**src/hdl/dcct_pkg.sv**
```systemverilog
// Shared types and constants for the dot conflict-count table.
// Used by dcct_dot and dot_conflict_count_table; no dependencies.
package dcct_pkg;

  localparam int VEC_DIM = 13;
  localparam int COORD_W = 8;
  localparam int VEC_W   = VEC_DIM * COORD_W;
  localparam int PROD_W  = 2 * COORD_W;
  localparam int SUM_W   = 19;
  localparam int GRP_SZ  = 4;
  localparam int GRP_N   = (VEC_DIM + GRP_SZ - 1) / GRP_SZ;
  localparam int DOT_LAT = 3;

  localparam int THR_W   = 19;
  localparam int PSZ_W   = 13;
  localparam int IDX_W   = 12;
  localparam int CNT_W   = 13;
  localparam int TOT_W   = 13;
  localparam int REQ_W   = 2;
  localparam int STAT_W  = 3;

  localparam int IN_DATA_W  = 120;
  localparam int OUT_DATA_W = 32;
  localparam int CFG_AW     = 3;
  localparam int CFG_DW     = 32;

  localparam logic [CNT_W-1:0] CNT_MAX = 13'd4096;

  localparam logic [REQ_W-1:0] REQ_LOAD   = 2'd0;
  localparam logic [REQ_W-1:0] REQ_ADD    = 2'd1;
  localparam logic [REQ_W-1:0] REQ_REMOVE = 2'd2;
  localparam logic [REQ_W-1:0] REQ_QUERY  = 2'd3;

  localparam logic [STAT_W-1:0] ST_OK       = 3'd0;
  localparam logic [STAT_W-1:0] ST_RANGE    = 3'd1;
  localparam logic [STAT_W-1:0] ST_ACTIVE   = 3'd2;
  localparam logic [STAT_W-1:0] ST_INACTIVE = 3'd3;
  localparam logic [STAT_W-1:0] ST_LOAD_REF = 3'd4;

  localparam logic REG_THRESH = 1'b0;
  localparam logic REG_POOL   = 1'b1;

  typedef struct packed {
    logic             act;
    logic [CNT_W-1:0] cnt;
  } dcct_ent_t;

endpackage

```
**src/hdl/dcct_dot.sv**
```systemverilog
// Pipelined 13-term signed-byte dot product, three register stages.
// Depends on dcct_pkg.
module dcct_dot (
  input  logic                              clk,
  input  logic                              rst_n,
  input  logic                              in_valid,
  input  logic [dcct_pkg::VEC_W-1:0]        vec_a,
  input  logic [dcct_pkg::VEC_W-1:0]        vec_b,
  output logic                              out_valid,
  output logic signed [dcct_pkg::SUM_W-1:0] out_sum,
  output logic                              busy
);
  import dcct_pkg::*;

  logic signed [PROD_W-1:0] prod     [VEC_DIM];
  logic signed [PROD_W-1:0] prod_r   [VEC_DIM];
  logic signed [SUM_W-1:0]  part     [GRP_N];
  logic signed [SUM_W-1:0]  part_r   [GRP_N];
  logic signed [SUM_W-1:0]  sum;
  logic signed [SUM_W-1:0]  sum_r;
  logic                     v1_r, v2_r, v3_r;

  always_comb begin
    logic signed [COORD_W-1:0] ca;
    logic signed [COORD_W-1:0] cb;
    for (int c = 0; c < VEC_DIM; c++) begin
      ca      = vec_a[c*COORD_W +: COORD_W];
      cb      = vec_b[c*COORD_W +: COORD_W];
      prod[c] = ca * cb;
    end
  end

  // partial sums in groups of four, then the final add
  always_comb begin
    for (int g = 0; g < GRP_N; g++) begin
      part[g] = '0;
      for (int j = 0; j < GRP_SZ; j++) begin
        if (g * GRP_SZ + j < VEC_DIM) begin
          part[g] = part[g] + SUM_W'(prod_r[g * GRP_SZ + j]);
        end
      end
    end
    sum = '0;
    for (int g = 0; g < GRP_N; g++) begin
      sum = sum + part_r[g];
    end
  end

  always_ff @(posedge clk) begin
    prod_r <= prod;
    part_r <= part;
    sum_r  <= sum;
  end

  always_ff @(posedge clk) begin
    if (!rst_n) begin
      v1_r <= 1'b0;
      v2_r <= 1'b0;
      v3_r <= 1'b0;
    end else begin
      v1_r <= in_valid;
      v2_r <= v1_r;
      v3_r <= v2_r;
    end
  end

  assign out_valid = v3_r;
  assign out_sum   = sum_r;
  assign busy      = v1_r | v2_r | v3_r;

endmodule

```
**config.mk**
```make
export PLATFORM = sky130hd
export DESIGN_NAME = dcct_dot
export DESIGN_NICKNAME = d
export VERILOG_FILES = /design/src/hdl/dcct_pkg.sv /design/src/hdl/dcct_dot.sv
export SDC_FILE = /design/constraint.sdc
export NUM_CORES = 2
export LEC_CHECK = 0
export BUFFER_PORTS_ARGS = -buffer_cell sky130_fd_sc_hd__buf_2
export CAP_MARGIN = 10
export CORE_ASPECT_RATIO = 1.25
export CORE_MARGIN = 1
export CORE_UTILIZATION = 64
export CTS_CLUSTER_SIZE = 30
export DETAILED_ROUTE_END_ITERATION = 10
export PLACE_DENSITY = 0.83
export SYNTH_ARGS = -nofsm -noshare
export SYNTH_HDL_FRONTEND = slang
export SYNTH_SLANG_ARGS = --single-unit
```
**constraint.sdc**
```tcl
create_clock -name clk -period 5.8 [get_ports clk]
set_input_delay 0.58 -clock clk [delete_from_list [all_inputs] [get_ports clk]]
set_output_delay 0.58 -clock clk [all_outputs]
set_load 0.1 [all_outputs]
```
# Word level (Yosys, flattened, before mapping)
# Index checks and enable logic that the tools add are counted.
# totals
output_inout_bits,21
rom_bits,0
reg_bits,303
ramBits,0
input_bits,211
latchBits,0
wordCells,48
n_memories,0
# op_classes
eq_ne,0
div_mod_pow,0
shifts,0
addsub,12
reduce_logical,0
muxes,0
bitwise_logic,2
mul,13
order_cmp,0
# ops
operator,count
$mul 8x8->16,13
$add 18x16->19,3
$add 17x16->18,3
$add 16x16->17,3
$add 19x19->19,2
$add 19x16->19,1
$or 1x1->1,2

# Depth between registers and ports, before layout
# logic_depth
ltp_word,3
ltp_mapped,18
ltp_nobuf,18

# Worst setup path before layout
# Ideal clock, no wire load.
# synth_path
kind,input to register
startpoint,input port vec_a[77] in the netlist's numbering
endpoint,register prod_r[62] in the netlist's numbering
setup_ns,0.079
path_slack_ns,1.445
path_buffers,0
arrival_ns,4.276
stages,16
cell_sequence,and2_1 fa_1 inv_1 fa_1 inv_1 fa_1 inv_1 fa_1 inv_1 ha_1 o21ai_0 a21boi_0 o21ai_0 a21oi_1 or4_1 o211ai_1
# synth_rtl
element,line_no,text
from (decl),dcct_dot.sv:7,"input logic [dcct_pkg::VEC_W-1:0] vec_a,"
to (signal assigned),dcct_dot.sv:50,prod_r <= prod;
to (decl),dcct_dot.sv:16,logic signed [PROD_W-1:0] prod_r [VEC_DIM];

==> results.txt <==
Status: completed
Synth area leaders: fa_1 (38%), dfxtp_1 (14%), ha_1 (13%)
Via count: 30300
Reg2reg setup slack: 2.23 ns
Wl on met1: 37600 um
DR iter-0 viols: 1110
Final cell count without fillers: 5698
Gr usage total: 28.2%
Die Footprint: 70200 um^2
Crit start category: input pin
Relative slew margins: 62.1%
Core area: 68300 um^2
CTS resizes: 0
H-tree levels: 1
Crit path buf inv count: 3
Die X: 237 um
Fillers: 5139
Hold buffer count at cts: 0
Met2 WL post-DR: 49300 um
Postcts setup bufs: 0
WHS Endpoint: v1_r$_SDFF_PN0_
FP Rows: 107
Synthesized cell area: 44200 um^2
Crit path DAT: 4.80 ns
Mapped Cells: 4540
Hold depth: 2
Post-Place Cells: 5642
Worst skew pair latency: 0.58 ns
Hold Path Class: in -> reg
DR WL/cell: 16.4 um
Main synth FF type: dfxtp_1
Place WS: 0.959 ns
Syn-to-layout area delta: 7.57%
Delay-heaviest family, CP: adder cells
Post-route ant nets: 0
Setup WS post-layout: 1.49 ns
# DRC: 0
EDFF count, synth: 0
FF-to-FF path depth: 12
Initial antenna violation count: 1
FF-to-FF End: out_sum[11]$_DFF_P_
Synthesized flop and latch total: 303
R2R Path Start: part_r[39]$_DFF_P_
Least-Margin Pin Slew: 0.562 ns
Mapped Nets: 6050
Root Buffer: clkbuf_16
Min Tclk post-route: 4.31 ns
FFs w/ async S/R, synth: 0%
CTS clock-pin slew for the worst setup and hold paths: 0.07 ns
Chip height: 296 um
Yosys warns: 0
Final-stage net count: 6312
GPL Wtd Cong: 0.912
Final slew viol count: 0
TritonCTS clock tree: done
Syn Area/Cell: 9.74 um^2
Post-Route WL: 93300 um
Clock skew: 0.0206 ns
Worst-path cell chain: buf_2 > and2_1 > ha_1 > fa_1 > inv_1 > fa_1 > fa_1 > inv_1 > ha_1 > nor2b_1 > o21ai_0 > a21boi_0 > o21ai_0 > a21oi_1 > or4_1 > o211ai_1
Largest stage delay on the critical path: 0.51 ns
F_max: 232 MHz
Initial Util: 64.8%
Total iterations of the first detailed-routing run: 5
CTS Buf Count: 30
Hold slack: 0.220 ns
Most frequent cell on the critical path: fa_1
Boundary pin count: 232
Netlist cell types: 72
Pin count of the biggest net entering global routing: 17
Required @ worst endpoint: 6.29 ns
Synth area leader: fa_1
Slowest CP cell: or4_1
DR WL met3: 3300 um
Clk sinks: 303
Overflow after GRT: 0
Hold Fails Final Rpt: 0
Vias per cell: 5.32
Top layer in use: met4
Crit path max fanout: 8
Setup TNS Final: 0 ns
Ratio of cells with drive above 1 in the final layout: 6.61%
Hold wc startpoint: in_valid
Dpl hpwl: 80900 um
Tcrit/Tclk final: 74.3%
Setup violators final: 0
Critical path class: in -> reg
Vias in the first global route: 33500
RSZ-0062 raised after global routing: false
Clock Path Buffers: 3
Max Cap Viol: 0
CP Capture Type: flip-flop
First-pass GRT wire length: 160000 um
Top-area cell type share of the netlist area: 38.5%
Most instantiated library cell after synthesis: inv_1
I/O Buffers: 231
Top post-synthesis cells by count: inv_1 (1099), fa_1 (850), and2_1 (553), ha_1 (449), dfxtp_1 (303)
Sequential fraction of the synthesis area: 13.7%
==> worst reg2reg max path, delay by kind of cell, from the launching register on <==
kind | cells | cell delay [ns]
adder cells (fa/ha/maj) | 4 | 1.62
flip-flops | 1 | 0.42
AO/OA/AOI/OAI | 5 | 0.99
AND/OR/NAND/NOR | 2 | 0.35
buffers and inverters | 1 | 0.07
==> state kept, by name (all words and copies together) (netlist names) <==
register   count
part_r        73
out_sum       19
prod_r       208
out_valid      1
v2_r           1
v1_r           1
==> per-layer routing <==
layer  vias up  GRT usage, %
met2       613          52.2
met5         -             0
met4         0          9.39
li1      14300             -
met1     15200          34.2
met3       212          2.91
==> cells in the final DEF, fill, tap and decap left out, types with 12 or more instances in the layout <==
| master | count |
|---|---|
| ha_1 | 449 |
| fa_1 | 850 |
| xor2_1 | 37 |
| nand3_1 | 21 |
| a21boi_0 | 12 |
| nand2_1 | 269 |
| xnor2_1 | 212 |
| clkbuf_16 | 31 |
| buf_2 | 231 |
| a21oi_1 | 99 |
| inv_1 | 1099 |
| nor2_1 | 126 |
| a21o_1 | 42 |
| nand2b_1 | 34 |
| dfxtp_1 | 303 |
| and2_1 | 553 |
| or3_1 | 14 |
| o21a_1 | 23 |
| nor2b_1 | 96 |
| o21ai_0 | 71 |
| nor3_1 | 29 |
==> through the flow <==
step / instance area (um^2) / util (%)
after floorplan: 44200 / -
after CTS: 47600 / 69.7
final: 47600 / 69.7
after global routing: 47600 / 69.7
after detailed placement: 46500 / 68.1
after global placement: 46500 / 68.1
==> cells by family (layout without fill, tap and decap cells) <==
kind of cell	after synthesis	count (layout)	synth area share, %
compound gates	369	369	5.65
xor+xnor	249	249	4.93
mux	16	16	0.393
simple gates	1203	1203	14.8
fa+ha+maj	1299	1299	51.2
buf+inv	1101	1386	9.35
other cells	0	1	0
flops	303	303	13.7
==> area by class of cell <==
cell class	instances	area (um^2)	area share, %
sequential	303	6070	12.8
clock inverter	20	272	0.571
tap	872	1090	2.29
antenna	1	2.50	0.00526
clock buffer	35	831	1.75
multi-input combinational	3136	34000	71.5
inverter	1100	4130	8.68
timing repair buffer	231	1160	2.43
==> how the worst max path moves through the flow <==
stage / startpoint / end / slack, ns / cells after the start
floorplan: vec_a[77] / prod_r[62]$_DFF_P_ / 1.44 / 16
global placement: vec_a[77] / prod_r[62]$_DFF_P_ / 1.12 / 17
detailed placement: vec_a[77] / prod_r[62]$_DFF_P_ / 0.96 / 17
CTS: vec_a[77] / prod_r[62]$_DFF_P_ / 1.54 / 17
global route: vec_a[77] / prod_r[62]$_DFF_P_ / 1.31 / 17
finish: vec_b[72] / prod_r[62]$_DFF_P_ / 1.49 / 16
Power is not shown: default switching activity piles up to over one toggle a cycle in this logic, so the estimate is an artifact.
